File: src/rtl/core/psbl_pkg.sv
// Shared types and constants for the per-source ban and connection limit block.
// No dependencies.
`default_nettype none
package psbl_pkg;
    localparam int BAN_SLOTS_DEF  = 256;
    localparam int CONN_SLOTS_DEF = 256;

    localparam logic [15:0] MAX_CONN_RST  = 16'd20;
    localparam logic [7:0]  BAN_THR_RST   = 8'd5;
    localparam logic [30:0] BAN_TTL_RST   = 31'd300000;
    localparam logic [30:0] ENTRY_TTL_RST = 31'd120000;

    localparam logic [1:0] REG_MAX_CONN  = 2'd0;
    localparam logic [1:0] REG_BAN_THR   = 2'd1;
    localparam logic [1:0] REG_BAN_TTL   = 2'd2;
    localparam logic [1:0] REG_ENTRY_TTL = 2'd3;

    localparam logic [1:0] VERDICT_ACCEPT = 2'd0;
    localparam logic [1:0] VERDICT_BANNED = 2'd1;
    localparam logic [1:0] VERDICT_LIMIT  = 2'd2;

    typedef enum logic [2:0] {
        OP_NONE,
        OP_BAN_SWEEP,
        OP_CONN_SWEEP,
        OP_BAN_CLEAR,
        OP_BAN_SET,
        OP_CONN_UPDATE
    } op_t;

    typedef struct packed {
        op_t         op;
        logic [31:0] addr;
        logic [31:0] now;
        logic [31:0] value;
        logic [15:0] count;
        logic [7:0]  viol;
    } cmd_t;

    function automatic logic is_before(input logic [31:0] a, input logic [31:0] b);
        logic [31:0] d;
        d = a - b;
        return d[31];
    endfunction
endpackage
`default_nettype wire

File: src/rtl/core/psbl_conn_cell.sv
// One slot of the connection table: address, count, violations, last-seen time.
// Depends on psbl_pkg.
`default_nettype none
module psbl_conn_cell (
    input  wire logic             clk,
    input  wire logic             rst_n,
    input  wire psbl_pkg::cmd_t   cmd,
    input  wire logic [30:0]      entry_ttl,
    input  wire logic             sel_in,
    output logic                  valid,
    output logic                  match,
    output logic [15:0]           count,
    output logic [7:0]            viol,
    output logic                  sel_out
);
    logic        valid_reg;
    logic [31:0] addr_reg;
    logic [15:0] count_reg;
    logic [7:0]  viol_reg;
    logic [31:0] seen_reg;
    logic        take;
    logic [31:0] idle_end;

    assign valid    = valid_reg;
    assign match    = valid_reg && (addr_reg == cmd.addr);
    assign count    = count_reg;
    assign viol     = viol_reg;
    assign take     = sel_in && !valid_reg;
    assign sel_out  = sel_in && valid_reg;
    assign idle_end = seen_reg + {1'b0, entry_ttl};

    always_ff @(posedge clk or negedge rst_n)
    begin
        if (!rst_n)
        begin
            valid_reg <= 1'b0;
        end
        else
        begin
            unique case (cmd.op)
                psbl_pkg::OP_CONN_SWEEP:
                begin
                    if (valid_reg && psbl_pkg::is_before(idle_end, cmd.now))
                        valid_reg <= 1'b0;
                end
                psbl_pkg::OP_CONN_UPDATE:
                begin
                    if (take)
                        valid_reg <= 1'b1;
                end
                default:
                begin
                end
            endcase
        end
    end

    always_ff @(posedge clk)
    begin
        if (cmd.op == psbl_pkg::OP_CONN_UPDATE && (match || take))
        begin
            addr_reg  <= cmd.addr;
            seen_reg  <= cmd.now;
            count_reg <= cmd.count;
            viol_reg  <= cmd.viol;
        end
    end
endmodule
`default_nettype wire

File: config.mk
export PLATFORM = sky130hd
export DESIGN_NAME = psbl_conn_cell
export DESIGN_NICKNAME = d
export VERILOG_FILES = /design/src/rtl/core/psbl_pkg.sv /design/src/rtl/core/psbl_conn_cell.sv
export SDC_FILE = /design/constraint.sdc
export NUM_CORES = 1
export LEC_CHECK = 0
export BUFFER_PORTS_ARGS = -buffer_cell sky130_fd_sc_hd__buf_4
export CAP_MARGIN = 20
export CORE_ASPECT_RATIO = 1.25
export CORE_MARGIN = 1.5
export CORE_UTILIZATION = 30
export CTS_CLUSTER_SIZE = 20
export DETAILED_ROUTE_END_ITERATION = 8
export GPL_ROUTABILITY_DRIVEN = 0
export SLEW_MARGIN = 20
export SYNTH_ARGS = -nofsm -noshare
export SYNTH_HDL_FRONTEND = slang
export SYNTH_SLANG_ARGS = --single-unit
File: constraint.sdc
create_clock -name clk -period 21.6 [get_ports clk]
set_clock_uncertainty 0.1 [all_clocks]
set_input_delay 0 -clock clk [delete_from_list [all_inputs] [get_ports clk]]
set_output_delay 0 -clock clk [all_outputs]
set_load 0.03 [all_outputs]
Word-level counts from Yosys, hierarchy flattened
Index checks and enable logic that the tools add are counted.
{"block": "word_totals", "register_bits": 89, "input_bits": 157, "out_inout_bits": 27, "elab_cells": 24}
{"block": "op_classes", "n_addsub": 2, "n_eq_ne": 5, "mux": 3, "reduce_logical": 9}
{"op": "$add A32 B31 Y32", "n": 1}
{"op": "$eq A32 B32 Y1", "n": 1}
{"op": "$sub A32 B32 Y32", "n": 1}
{"op": "$logic_and A1 B1 Y1", "n": 5}
{"op": "$ne A2 B2 Y1 const B", "n": 2}
{"op": "$eq A3 B2 Y1 const B", "n": 1}
{"op": "$eq A3 B3 Y1 const B", "n": 1}
{"op": "$reduce_and A3 Y1", "n": 1}
{"op": "$mux W1", "n": 2}
{"op": "$pmux W1 S2", "n": 1}
{"op": "$reduce_bool A2 Y1", "n": 1}
{"op": "$logic_not A1 Y1", "n": 1}
{"op": "$logic_or A1 B1 Y1", "n": 1}

Logic depth before layout (Yosys ltp)
{"block": "depth", "word_depth": 5, "mapped_depth": 10, "depth_no_buf": 10}

Least setup slack after synthesis
OpenSTA, ideal clock, no wires.
{"block": "synth_path", "path_kind": "register to register", "startpoint": "register addr_reg[31]", "endpoint": "register addr_reg[0] (enable)", "setup_ns": 0.644, "t_arrival_ns": 7.449, "required_time_ns": 20.856, "slack_ns": 13.407, "path_stages_with_launch": 7, "path_buffers": 0, "period_less_slack_ns": 8.193, "path_cell_list": "edfxtp_1 xor2_1 nor4_1 nand4_1 nor3_2 a21oi_1 nor3_1"}
{"block": "synth_between", "elab_chain_cells": 4}
{"element": "start: declaration", "line": "psbl_conn_cell.sv:17", "rtl": "logic [31:0] addr_reg;"}
{"element": "start signal: assignment", "line": "psbl_conn_cell.sv:62", "rtl": "addr_reg <= cmd.addr;"}
{"element": "$eq A32 B32 Y1", "line": "psbl_conn_cell.sv:25", "rtl": "assign match = valid_reg && (addr_reg == cmd.addr);"}
{"element": "$logic_and A1 B1 Y1", "line": "psbl_conn_cell.sv:25"}
{"element": "net match", "line": "psbl_conn_cell.sv:11", "rtl": "output logic match,"}
{"element": "$logic_or A1 B1 Y1", "line": "psbl_conn_cell.sv:60", "rtl": "if (cmd.op == psbl_pkg::OP_CONN_UPDATE && (match || take))"}
{"element": "$logic_and A1 B1 Y1", "line": "psbl_conn_cell.sv:60"}
The timed path passes the listed nets, and every way through them passes these cells.
A chain may end at the register's enable or synchronous reset.

Final worst setup path
{"block": "layout_path", "startpoint": "input cmd[82] (netlist bit)", "endpoint": "register valid_reg (netlist: valid)"}
{"block": "layout_between", "elab_chain_cells": 4}
{"element": "start: declaration", "line": "psbl_conn_cell.sv:7", "rtl": "input wire psbl_pkg::cmd_t cmd,"}
{"element": "$sub A32 B32 Y32", "line": "psbl_pkg.sv:42", "rtl": "d = a - b;"}
{"element": "$logic_and A1 B1 Y1", "line": "psbl_conn_cell.sv:43", "rtl": "if (valid_reg && psbl_pkg::is_before(idle_end, cmd.now))"}
{"element": "$ne A2 B2 Y1 (no source line)"}
{"element": "$reduce_and A3 Y1 (no source line)"}
{"element": "end signal: assignment", "line": "psbl_conn_cell.sv:36", "rtl": "valid_reg <= 1'b0;"}
{"element": "end signal: assignment", "line": "psbl_conn_cell.sv:44", "rtl": "valid_reg <= 1'b0;"}
{"element": "end signal: assignment", "line": "psbl_conn_cell.sv:49", "rtl": "valid_reg <= 1'b1;"}
{"element": "end: declaration", "line": "psbl_conn_cell.sv:16", "rtl": "logic valid_reg;"}
Every way passes these cells.

==> key figures <==
Synthesis
  • Sequential share of the synthesized area: 0.571
  • Synthesized instance count: between 300 and 400
  • Area leader, netlist: edfxtp_1
  • Ys async rst share: 0.0112
  • Yosys warnings: 0
  • Synth area leaders: edfxtp_1 (57%), fa_1 (13%), ha_1 (8.3%)
  • Mapped cell area: about 4700 µm²
  • Top-count cell post-synth: edfxtp_1
  • Average size of a mapped cell: approximately 14 µm²
  • Distinct cells, synth: 32
  • Post-synth EDFFs: between 80 and 90
  • Post-synth top area share: 0.566
  • Top FF cell, synth: edfxtp_1
  • Post-Syn Nets: 550
  • Synth Register Bits: ~90
  • Commonest cells post-synth: edfxtp_1 (88), inv_1 (77), xor2_1 (32)

Critical path
  • Setup CP Type: in -> reg
  • WP data arrival: between 3000 and 4000 ps
  • CP Capture Type: register
  • R2R setup slack: approximately 18000 ps
  • Worst-path cell chain: dlygate4sd3_1 -> buf_4 -> fa_1 -> inv_1 -> ha_1 -> nand4_4 -> nor4_2 -> nand4_1 -> a21oi_2 -> mux2i_1 -> nor3_2 -> dlygate4sd3_1
  • CP max stage delay: between 500 and 600 ps
  • Crit Path Max Fanout: 3
  • CP Data Required Time: between 20000 and 25000 ps
  • Setup crit start kind: input pin
  • CP most frequent cell: dlygate4sd3_1
  • Slowest-stage cell, CP: dlygate4sd3_1

Layout
  • Area delta synth->final: 56.7%
  • Post-route insts no fill: between 800 and 900
  • Layout net count: between 800 and 900
  • ANT cells: 0
  • Final instance area: between 7000 and 8000 µm²
  • Share of cells above drive strength 1: 0.298

Detailed routing
  • Antenna-violating nets left: 0
  • Vias: approximately 3300
  • DR pass1 iterations: 6
  • Drt via density: 4.16
  • Initial DRC count: 75
  • Routed WL per cell: around 13 µm
  • WL final: roughly 10 mm
  • # DRC: 0

Timing
  • Final hold vios: 0
  • F_max: 317 MHz
  • TNS Setup: 0 ps
  • Relative slew slack: 0.511
  • Final hold slack: about 210 ps
  • Final period util: 0.146
  • Minimum clock period after layout: 3160 ps
  • Unrepaired setup endpoints after global routing: false
  • Setup-failing EPs final: 0
  • Max Slew Vio Count: 0
  • Slew @ Worst Pin: 733 ps

Clocking
  • CTS Sinks: between 80 and 90
  • CTS tree: yes
  • Root Buffer: clkbuf_16
  • H-tree depth: 3
  • Clock transition at the registers of the reported paths: ~70 ps
  • Setup bufs post-CTS: 0
  • Bufs on Longest Clock Path: 2
  • Total CTS buffers: 9
  • Worst-Skew Late Latency: around 350 ps

Power
  • Sequential share of power: 0.450
  • Worst IR Drop VDD: a little over 0.04 mV
  • Sw frac: 0.262
  • Share of total power in the clock network: 0.363
  • P_leak: approximately 3.2 nW
  • Pwr Density: 59.8 nW/µm²
  • Int Pwr: ~0.32 mW
  • Sw power: around 0.11 mW
  • Part of the power in combinational logic: 0.187

GRT
  • Initial antenna violation count: 0
  • GR Util All Layers: 0.132
  • Gr ovfl total: 0
  • First-pass GRT wire length: 16.5 mm
  • Vias in the first global route: 3674
  • Largest net degree at the start of global routing: 55

Status
  • Status: complete, no violations

Floorplanning
  • I/O pin cnt: ~180
  • Core area: 15100 µm²
  • Die area: approximately 16000 µm²
  • Die Span X: ~110 µm
  • Row cnt: 50
  • Die height: between 100 and 150 µm
  • Starting Density: 0.310

Place
  • Dpl hpwl: 7.40 mm
  • I/O Buffers: roughly 150
  • Cell Count Post-Placement: a little under 700
  • Cell Area, Placed: approximately 6000 µm²

Flow run
  • Max Cap Viol: 0

Min path
  • HP Class: in -> reg
[power groups by stage]
| stage | logic, mW | registers (mW) | clock network, mW |
|---|---|---|---|
| 2_1_floorplan | 0.0321 | 0.204 | 0 |
| 5_1_grt | 0.0921 | 0.197 | 0.171 |
| 3_3_place_gp | 0.0653 | 0.201 | 0 |
| 6_report | 0.0819 | 0.197 | 0.159 |
| 3_5_place_dp | 0.0670 | 0.201 | 0 |
| 4_1_cts | 0.0826 | 0.197 | 0.166 |
[final cells by class]
class	count	area (µm²)
Clock inverter	7	76.3
Sequential cell	89	2670
Multi-Input combinational cell	166	1720
Tap cell	208	260
Timing Repair Buffer	246	2080
Clock buffer	9	225
Inverter	77	289
Fill cell	1346	7760
[path summary, 6_finish.rpt]
check,startpoint,end,depth (start not counted)
worst max-delay path,cmd[82],valid,12
worst min register to register,valid,seen_reg[2],4
max in group asynchronous,rst_n,valid,3
worst max register to register,seen_reg[26],valid,11
worst min-delay path,cmd[121],seen_reg[2],3
min in group asynchronous,rst_n,valid,3
[kinds of logic (layout without fill, tap and decap cells)]
family                   after synthesis  after routing  synth area share
AND/OR/NAND/NOR                       43             43            0.0565
flip-flops                            89             89             0.571
AO/OA/AOI/OAI                         27             27            0.0330
XOR/XNOR                              34             34            0.0638
multiplexers                           1              1           0.00214
buffers and inverters                 77            339            0.0619
adder cells (fa/ha/maj)               61             61             0.212
[timing repair]
item / 4_1_cts / 5_1_grt
resized for setup: 0 / 0
hold buffers: 93 / 0
hold endpoints to repair: 90 / 0
[per-stage QoR]
step           total power, mW  setup WS, ps  utilization
4_1_cts                  0.446         18430        0.485
2_1_floorplan            0.236         13410            -
3_5_place_dp             0.268         18820        0.404
5_1_grt                  0.461         18200        0.485
3_3_place_gp             0.266         18890        0.404
6_report                 0.438         18440        0.485
[placed cells by master, fill, tap and decap left out, drive strengths merged, types with 6 or more instances in the layout]
cell         count
ha              31
edfxtp          88
xor2            32
inv             82
nor4             8
dlygate4sd3     93
nand2           11
clkbuf           9
buf            153
fa              30
a21oi           17
nand4            6
[routing by layer]
metal	track usage	up-vias	wire length [µm]	share of wire
li1	-	1642	-	-
met1	0.144	1587	4250	0.41
met2	0.240	93	5420	0.52
met3	0.0388	11	560	0.054
met4	0.0526	0	155	0.015
met5	0	-	0	0
[worst max-delay path, delay by kind of cell]
family	cells	cell delay, ps
buffers and inverters	4	1290
adder cells (fa/ha/maj)	2	900
AND/OR/NAND/NOR	4	700
multiplexers	1	250
AO/OA/AOI/OAI	1	150
Note: power is estimated with default switching activity, not from simulation.
