### src/rtl/core/psbl_pkg.sv
// Shared types and constants for the per-source ban and connection limit block.
// No dependencies.
`default_nettype none
package psbl_pkg;
    localparam int BAN_SLOTS_DEF  = 256;
    localparam int CONN_SLOTS_DEF = 256;

    localparam logic [15:0] MAX_CONN_RST  = 16'd20;
    localparam logic [7:0]  BAN_THR_RST   = 8'd5;
    localparam logic [30:0] BAN_TTL_RST   = 31'd300000;
    localparam logic [30:0] ENTRY_TTL_RST = 31'd120000;

    localparam logic [1:0] REG_MAX_CONN  = 2'd0;
    localparam logic [1:0] REG_BAN_THR   = 2'd1;
    localparam logic [1:0] REG_BAN_TTL   = 2'd2;
    localparam logic [1:0] REG_ENTRY_TTL = 2'd3;

    localparam logic [1:0] VERDICT_ACCEPT = 2'd0;
    localparam logic [1:0] VERDICT_BANNED = 2'd1;
    localparam logic [1:0] VERDICT_LIMIT  = 2'd2;

    typedef enum logic [2:0] {
        OP_NONE,
        OP_BAN_SWEEP,
        OP_CONN_SWEEP,
        OP_BAN_CLEAR,
        OP_BAN_SET,
        OP_CONN_UPDATE
    } op_t;

    typedef struct packed {
        op_t         op;
        logic [31:0] addr;
        logic [31:0] now;
        logic [31:0] value;
        logic [15:0] count;
        logic [7:0]  viol;
    } cmd_t;

    function automatic logic is_before(input logic [31:0] a, input logic [31:0] b);
        logic [31:0] d;
        d = a - b;
        return d[31];
    endfunction
endpackage
`default_nettype wire

### src/rtl/core/psbl_ban_cell.sv
// One slot of the ban list: holds an address and expiry, matches and updates.
// Depends on psbl_pkg.
`default_nettype none
module psbl_ban_cell (
    input  wire logic             clk,
    input  wire logic             rst_n,
    input  wire psbl_pkg::cmd_t   cmd,
    input  wire logic             sel_in,
    output logic                  valid,
    output logic                  match,
    output logic                  unexpired,
    output logic                  sel_out
);
    logic        valid_reg;
    logic [31:0] addr_reg;
    logic [31:0] expiry_reg;
    logic        take;

    assign valid     = valid_reg;
    assign match     = valid_reg && (addr_reg == cmd.addr);
    assign unexpired = psbl_pkg::is_before(cmd.now, expiry_reg);
    assign take      = sel_in && !valid_reg;
    assign sel_out   = sel_in && valid_reg;

    always_ff @(posedge clk or negedge rst_n)
    begin
        if (!rst_n)
        begin
            valid_reg <= 1'b0;
        end
        else
        begin
            unique case (cmd.op)
                psbl_pkg::OP_BAN_SWEEP:
                begin
                    if (valid_reg && psbl_pkg::is_before(expiry_reg, cmd.now))
                        valid_reg <= 1'b0;
                end
                psbl_pkg::OP_BAN_CLEAR:
                begin
                    if (match)
                        valid_reg <= 1'b0;
                end
                psbl_pkg::OP_BAN_SET:
                begin
                    if (take)
                        valid_reg <= 1'b1;
                end
                default:
                begin
                end
            endcase
        end
    end

    always_ff @(posedge clk)
    begin
        if (cmd.op == psbl_pkg::OP_BAN_SET && (match || take))
        begin
            expiry_reg <= cmd.value;
            addr_reg   <= cmd.addr;
        end
    end
endmodule
`default_nettype wire

### config.mk
export PLATFORM = sky130hd
export DESIGN_NAME = psbl_ban_cell
export DESIGN_NICKNAME = d
export VERILOG_FILES = /design/src/rtl/core/psbl_pkg.sv /design/src/rtl/core/psbl_ban_cell.sv
export SDC_FILE = /design/constraint.sdc
export NUM_CORES = 1
export LEC_CHECK = 0
export BUFFER_PORTS_ARGS = -buffer_cell sky130_fd_sc_hd__buf_2
export CAP_MARGIN = 20
export CORE_UTILIZATION = 30
export CTS_BUF_LIST = sky130_fd_sc_hd__clkbuf_16
export DETAILED_ROUTE_END_ITERATION = 8
export GPL_ROUTABILITY_DRIVEN = 0
export HOLD_SLACK_MARGIN = 0.12
export PLACE_DENSITY = 0.63
export SETUP_SLACK_MARGIN = 0.1
export SLEW_MARGIN = 20
export SYNTH_ARGS = -nofsm -noshare
export SYNTH_HDL_FRONTEND = slang
export SYNTH_SLANG_ARGS = --single-unit
export TNS_END_PERCENT = 30
### constraint.sdc
create_clock -name clk -period 5 [get_ports clk]
set_input_delay 0.75 -clock clk [delete_from_list [all_inputs] [get_ports clk]]
set_output_delay 0.75 -clock clk [all_outputs]
set_load 0.01 [all_outputs]
After elaboration in Yosys (flattened, before gate mapping). Index checks and enable logic that the tools add are counted.

Add/sub/neg operators: 2. Eq/ne operators: 7. Muxes and demuxes: 4. Reductions and logical operators: 9.

Operators with widths (number): $sub 32x32->32 (2); $eq 32x32->1 (1); $ne 2x2->1 const B (3); $logic_and 1x1->1 (5); $reduce_and 4->1 (1); $eq 3x1->1 const B (1); $eq 3x2->1 const B (1); $eq 3x3->1 const B (1); $mux 1 (3); $pmux 1 s3 (1); $reduce_bool 3->1 (1); $logic_not 1->1 (1); $logic_or 1x1->1 (1).

Flip-flop bits (word level): 65. Input port bits: 126. Output and inout bits: 4. Logic and storage cells: 25.

Logic depth before layout (Yosys ltp). Gate-level depths: netlist (run 1).

Depth in word-level cells: 4. Mapped depth: 9. Depth with buffers taken out: 9.

Least setup slack after synthesis (run 1). OpenSTA, ideal clock, no wires.

Kind: in2reg. From: in cmd[94] in the netlist's numbering. To: reg addr_reg[0] (enable). Setup time: 0.430 ns. Arrival time: 3.591 ns. Data required time: 4.570 ns. Setup slack: 0.979 ns. Cell stages on the path: 7. Buffers on the path: 0. Cell sequence: xnor2_1 nand4_1 nor4_1 nand4_1 or4_4 o21ai_0 and4b_1.

Word-level cells in the longest chain between the ends: 4.

Ends and longest elaborated chain: start, declared (line psbl_ban_cell.sv:7) `input wire psbl_pkg::cmd_t cmd,`; $eq 32x32->1 (line psbl_ban_cell.sv:20) `assign match = valid_reg && (addr_reg == cmd.addr);`; $logic_and 1x1->1 (line psbl_ban_cell.sv:20); $logic_or 1x1->1 (line psbl_ban_cell.sv:58) `if (cmd.op == psbl_pkg::OP_BAN_SET && (match || take))`; $logic_and 1x1->1 (line psbl_ban_cell.sv:58); end signal, assigned (line psbl_ban_cell.sv:61) `addr_reg <= cmd.addr;`; end, declared (line psbl_ban_cell.sv:15) `logic [31:0] addr_reg;`.

Every way passes these cells. A chain may end at the register's enable or synchronous reset.

Final worst setup path (run 1).
From: in cmd[57] in the netlist's numbering. To: out unexpired.

Word-level cells in the longest chain between the ends: 1.

Ends and longest elaborated chain: $sub 32x32->32 (line psbl_pkg.sv:42) `d = a - b;`; end, declared (line psbl_ban_cell.sv:11) `output logic unexpired,`.

Every way passes these cells.

==> results of run 1 <==
## worst min path at each step
stage	startpoint	to	slack, ns
after floorplan	rst_n	valid	0.45
after global placement	rst_n	valid	0.53
after detailed placement	rst_n	valid	0.53
after CTS	rst_n	valid	0.16
after global routing	rst_n	valid	0.17
final	rst_n	valid	0.18
## where the power goes
group	leakage, nW	switching (W)	total, W	internal [W]
sequential	0.586	0.00000349	0.000608	0.000605
combinational	1.58	0.0000634	0.000131	0.0000680
clock	0.144	0.000219	0.000594	0.000376
## layer usage
layer  up-vias  part of all wire [%]
met5         -                  0.29
met2        63                    49
met1      1234                    41
met3        13                   7.2
li1       1375                     -
met4         4                   1.8
## worst max-delay path, cell delays in order
cell	delay, ns
buf_2	0.10
inv_1	0.04
ha_1	0.30
a2111oi_0	0.42
nor4_1	0.11
nor3_1	0.24
o21ai_0	0.13
a21oi_1	0.16
xor2_1	0.15
buf_2	0.16
## per-stage QoR
step	instances	instance area (µm²)	utilization, %	hold WS, ns
after floorplan	323	3860	-	0.454
after global routing	618	4910	39.0	0.167
final	619	4910	39.1	0.180
after global placement	602	4630	36.8	0.527
after CTS	618	4910	39.0	0.163
after detailed placement	602	4630	36.8	0.529
## cell type report
class                      instances  area (µm²)
antenna                            1        2.50
clock buffer                       9         225
clock inverter                     7        53.8
fill                            1228        7660
inverter                          65         244
multi-input combinational        193        1670
sequential                        65        1950
tap                              172         215
timing repair buffer             107         553
## logic make-up after synthesis
logic type	Yosys count
AND/OR/NAND/NOR	44
adder cells (fa/ha/maj)	60
XOR/XNOR	34
AO/OA/AOI/OAI	54
flip-flops	65
multiplexers	1
buffers and inverters	65
## cell usage in the layout, fill, tap and decap left out, types with 3 or more instances in the layout
master	netlist	routed
a211oi_1	3	3
a31oi_1	4	4
inv_1	65	67
a221oi_1	4	4
ha_1	60	60
edfxtp_1	64	64
a21o_1	13	13
clkbuf_16	0	9
nor2_1	5	5
clkinv_1	0	3
buf_2	0	105
o21ai_0	11	11
nand4_1	13	13
xnor2_1	28	28
and3_1	4	4
xor2_1	6	6
a21oi_1	11	11
nand2_1	7	7
nor4_1	3	3
==> results.py, run 1 <==
metrics = {
    "run_status": {
        "outcome": "finished clean",
    },
    "run": {
        "maxCapViolCount": 0,
    },
    "grt": {
        "grt_antenna_before_repair": 4,
        "met1_usage_pct": 12.6,
        "use_met3_pct": 5.01,
        "grt_max_degree": 35,
        "track_usage_pct": 12.4,
        "grt_remaining_overflow": 0,
        "grt_pass1_wl_um": 12200,
        "globalRoute.busiestLayer": "met2",
        "grt_util_met2_pct": 21.8,
        "grt_pass1_vias": 2752,
    },
    "routing": {
        "drc_errors": 0,
        "vias": 2689,
        "antenna_left": 0,
        "drtIter0Drc": 89,
        "post_drt_via_cell_ratio": 4.34,
        "detail_route.wl_per_cell_um": 12.8,
        "routed_wl_um": 7910,
        "firstDrtPassIters": 4,
    },
    "timing": {
        "rsz0062_at_grt": "false",
        "worst_slew_pin_slew_ns": 0.561,
        "fin_ws_ns": 1.69,
        "max_freq_mhz": 302,
        "finalCritPeriodShare_pct": 66.2,
        "finClkSkew_ns": 0.00764,
        "hold_viol_final": 0,
        "tns_ns": 0,
        "relSlewSlack_pct": 62.6,
        "setup_viol": 0,
        "min_period_ns": 3.31,
        "report.final.slew_viol_count": 0,
    },
    "synthesis": {
        "synth_area_leaders": "edfxtp_1 50%, ha_1 19%, xnor2_1 6.4%",
        "synthDistinctLibCells": 35,
        "syn_area_mm2": 0.00386,
        "syn-num-nets": 509,
        "ys_top_cells_by_count": "65 x inv_1, 64 x edfxtp_1, 60 x ha_1",
        "synth.most_common_cell": "inv_1",
        "synth-seq-cells": 65,
        "synthArstFlopShare_pct": 1.54,
        "synth_mux_area_share_pct": 0.259,
        "synth-main-ff-cell": "edfxtp_1",
        "yosysTopAreaCell": "edfxtp_1",
        "synth_top_family_by_area": "adder cells",
        "synth_edf_count": 64,
        "synth_warnings": 0,
        "synth_compound_area_share_pct": 9.24,
        "netlist_instances": 323,
        "yosys.area_share.simple_pct": 6.52,
        "synth-adder-area-share_pct": 19.5,
        "avgSynthCellArea_um2": 11.9,
        "synth.top_cell.area_share_pct": 49.8,
        "ys_seq_area_share_pct": 50.5,
        "synth_xor_area_share_pct": 7.72,
    },
    "setup_path": {
        "crit_path_start": "cmd[57]",
        "start_kind": "primary input",
        "rrSetupSlack_ns": 1.87,
        "worstSetupEndpointType": "primary output",
        "path_max_fanout": 2,
        "arrival_ns": 2.56,
        "ff2ff_path_depth": 8,
        "r2r_end": "addr_reg[11]",
        "crit_type": "primary input to primary output",
        "critPathCapture": "unexpired",
        "critPathRequiredTime_ns": 4.25,
        "reg2reg_from": "addr_reg[7]",
    },
    "die": {
        "die_x_um": 115,
        "fp.dieH_um": 115,
        "die_area_mm2": 0.0133,
        "io_pins": 130,
        "coreArea_mm2": 0.0126,
        "rows": 41,
        "start_util_pct": 30.7,
    },
    "finish": {
        "layout.nets": 627,
        "drive_gt1_share_pct": 27.4,
        "syn_to_final_growth_pct": 27.2,
    },
    "clock_network": {
        "cts_tree": "done",
        "clk_pin_slew_worst_paths_ns": 0.06,
        "post_cts_resized": 0,
        "cts_root_buf": "clkbuf_16",
        "cts_inserted_buffers": 9,
        "insertion_delay_ns": 0.33,
        "hold_buffers": 0,
        "cts.path.max_buffers": 2,
        "cts_sinks": 65,
        "htree_levels": 3,
        "cts_setup_buffers": 0,
    },
    "pwr": {
        "total_leakage_power_nw": 2.31,
        "vdd.ir_drop.worst_v": 0.000155,
        "p_per_area_mw_per_mm2": 272,
        "fin_total_pwr_w": 0.00133,
    },
    "placed_design": {
        "port_buffers": 105,
        "dpl.hpwl_um": 6450,
        "pre_cts_ws_ns": 1.27,
    },
    "min_path": {
        "hp-class": "primary input to asynchronous set/reset pin",
    },
}
Note: power is estimated with default switching activity, not from simulation.
==> run 2, diff against run 1 <==
--- a/config.mk
+++ b/config.mk
@@ -12,7 +12,7 @@
 export DETAILED_ROUTE_END_ITERATION = 8
 export GPL_ROUTABILITY_DRIVEN = 0
 export HOLD_SLACK_MARGIN = 0.12
-export PLACE_DENSITY = 0.63
+export PLACE_DENSITY = 0.65
 export SETUP_SLACK_MARGIN = 0.1
 export SLEW_MARGIN = 20
 export SYNTH_ARGS = -nofsm -noshare
==> constraint.sdc (replaced) <==
create_clock -name clk -period 2.8 [get_ports clk]
set_input_delay 0.42 -clock clk [delete_from_list [all_inputs] [get_ports clk]]
set_output_delay 0.42 -clock clk [all_outputs]
set_load 0.01 [all_outputs]
==> run 2 against run 1 <==
  * Largest power group is now clock
  * Sequential power grew 78%
  * Critical path depth shrank 1
  * Clock skew shrank 0.0014 ns
  * Highest routed layer is now met4
  * Sequential share of layout area shrank 2.2 points
  * Power grew 92%
  * Final cell count grew 1.3%
  * Critical path type is now flop to primary output
  * Largest cell class unchanged
  * Core utilization grew 2.3 points
  * Routed wire length grew 4.3%
  * First-iteration DRC count grew 16%
==> results.py, run 2 (synthesized netlist as in run 1, its figures left out) <==
metrics = {
    "die": {
        "coreArea_mm2": 0.0126,
        "start_util_pct": 30.7,
        "die_x_um": 115,
        "io_pins": 130,
        "fp.dieH_um": 115,
        "rows": 41,
        "die_area_mm2": 0.0133,
    },
    "placed_design": {
        "dpl.hpwl_um": 6410,
        "pre_cts_ws_ns": -0.147,
        "port_buffers": 105,
    },
    "setup_path": {
        "slowest_stage": "or4_4",
        "crit_path_max_incr_delay_ns": 0.44,
        "r2r_end": "expiry_reg[11]",
        "ff2ff_path_depth": 9,
        "arrival_ns": 2.27,
        "rrSetupSlack_ns": 0.18,
        "worstSetupEndpointType": "primary output",
        "crit_family": "simple AND/OR/NAND/NOR gates",
        "crit_type": "flop to primary output",
        "reg2reg_from": "addr_reg[6]",
        "cp.buffers_inverters": 4,
        "start_kind": "flop",
        "path_max_fanout": 2,
        "critPathRequiredTime_ns": 2.38,
        "cp_cell_sequence": "xnor2_1, nand4_1, nor4_2, buf_4, nand4_1, or4_4, buf_6, inv_2, buf_6",
    },
    "clock_network": {
        "cts.path.max_buffers": 2,
        "cts_sinks": 65,
        "cts_inserted_buffers": 9,
        "clk_pin_slew_worst_paths_ns": 0.06,
        "cts_root_buf": "clkbuf_16",
        "htree_levels": 3,
        "cts_tree": "done",
        "insertion_delay_ns": 0.33,
    },
    "routing": {
        "routed_wl_um": 8250,
        "drc_errors": 0,
        "firstDrtPassIters": 4,
        "drtIter0Drc": 103,
        "detail_route.wl_per_cell_um": 13.2,
        "vias": 2772,
        "antenna_left": 0,
        "post_drt_via_cell_ratio": 4.42,
    },
    "timing": {
        "fin_ws_ns": 0.106,
        "hold_viol_final": 0,
        "finalCritPeriodShare_pct": 96.2,
        "report.final.slew_viol_count": 0,
        "max_freq_mhz": 371,
        "finClkSkew_ns": 0.00628,
        "rsz0062_at_grt": "true",
        "setup_viol": 0,
        "hold_ws_ns": 0.261,
        "relSlewSlack_pct": 68.2,
        "worst_slew_pin_slew_ns": 0.476,
        "min_period_ns": 2.69,
    },
    "finish": {
        "multi_input_area_mm2": 0.00181,
        "drive_gt1_share_pct": 32.8,
        "layout.nets": 635,
        "n_fill_cell": 1192,
        "syn_to_final_growth_pct": 34.6,
        "final_common_cell": "buf_2",
        "final_util_pct": 41.3,
        "final_cell_mix": "104 x buf_2, 64 x inv_1, 64 x edfxtp_1, 54 x ha_1, 28 x xnor2_1",
        "seqCellArea_mm2": 0.00195,
    },
    "run_status": {
        "outcome": "finished clean",
    },
    "min_path": {
        "worstHoldEndpoint": "expiry_reg[23]",
        "hp-start": "cmd[47]",
        "hp-class": "primary input to flop",
        "min_path_cells": 1,
    },
    "run": {
        "maxCapViolCount": 0,
    },
    "pwr": {
        "vdd.ir_drop.worst_v": 0.000261,
        "total_leakage_power_nw": 2.38,
        "p_per_area_mw_per_mm2": 492,
    },
    "grt": {
        "track_usage_pct": 12.6,
        "grt_antenna_before_repair": 1,
        "grt_max_degree": 35,
        "grt_pass1_vias": 2905,
        "grt_remaining_overflow": 0,
        "grt_pass1_wl_um": 12600,
    },
}
run 2: cell count changes in the layout (fill, tap and decap cells not counted), moves of 3 or more:
cell,delta
ha_1,-6
a221oi_2,+3
ha_4,+6
buf_6,+3
inv_1,-3
a221oi_1,-3
buf_4,+3
run 2: how the worst max path moves through the flow:
stage                              from            end  slack (ns)  depth (start not counted)
after floorplan                 cmd[88]    addr_reg[0]        0.16                          7
after global placement          cmd[99]  expiry_reg[4]       -0.11                         10
after detailed placement        cmd[99]  expiry_reg[0]       -0.15                         10
after CTS                   addr_reg[6]          match        0.03                          9
after global routing      expiry_reg[8]      unexpired       -0.06                          8
final                       addr_reg[6]          match        0.11                          9
run 2: per-stage QoR:
stage / instances / cell area (µm²) / setup TNS [ns] / power [W]
floorplan: 323 / 3860 / 0 / 0.00122
global placement: 606 / 4670 / -5.65 / 0.00133
detailed placement: 606 / 4670 / -7.56 / 0.00135
CTS: 624 / 5070 / 0 / 0.00258
global route: 626 / 5190 / -0.107 / 0.00266
finish: 627 / 5190 / 0 / 0.00256
run 2: timing repair:
| item | 4_1_cts | 5_1_grt |
|---|---|---|
| setup endpoints to repair | 66 | 66 |
| pin swaps | 3 | 4 |
| hold endpoints to repair | 1 | 0 |
| gates cloned | 0 | 1 |
| buffers inserted | 1 | 1 |
| hold buffers | 1 | 0 |
| gates resized for setup | 11 | 11 |
run 2: report_power, final:
group          internal (W)  switching [W]  leakage (nW)  total, W
combinational      0.000134       0.000124          1.64  0.000257
clock              0.000779       0.000435         0.153   0.00121
sequential          0.00108     0.00000609         0.586   0.00108
run 2: cell type report:
class | count | area share [%]
diodes | 1 | 0.0482
clock buffers | 9 | 4.34
clock inverters | 7 | 1.81
inverters | 65 | 4.70
multi-input cells | 193 | 34.8
flip-flops and latches | 65 | 37.5
well taps | 172 | 4.14
repair buffers | 115 | 12.7
run 2: routing by layer:
| metal | part of all wire [%] | vias to the layer above | track usage (%) |
|---|---|---|---|
| met1 | 41 | 1297 | 12.9 |
| met2 | 51 | 67 | 23.3 |
| met4 | 2.3 | 0 | 6.06 |
| met3 | 5.6 | 14 | 3.85 |
| li1 | - | 1394 | - |
| met5 | 0 | - | 0 |
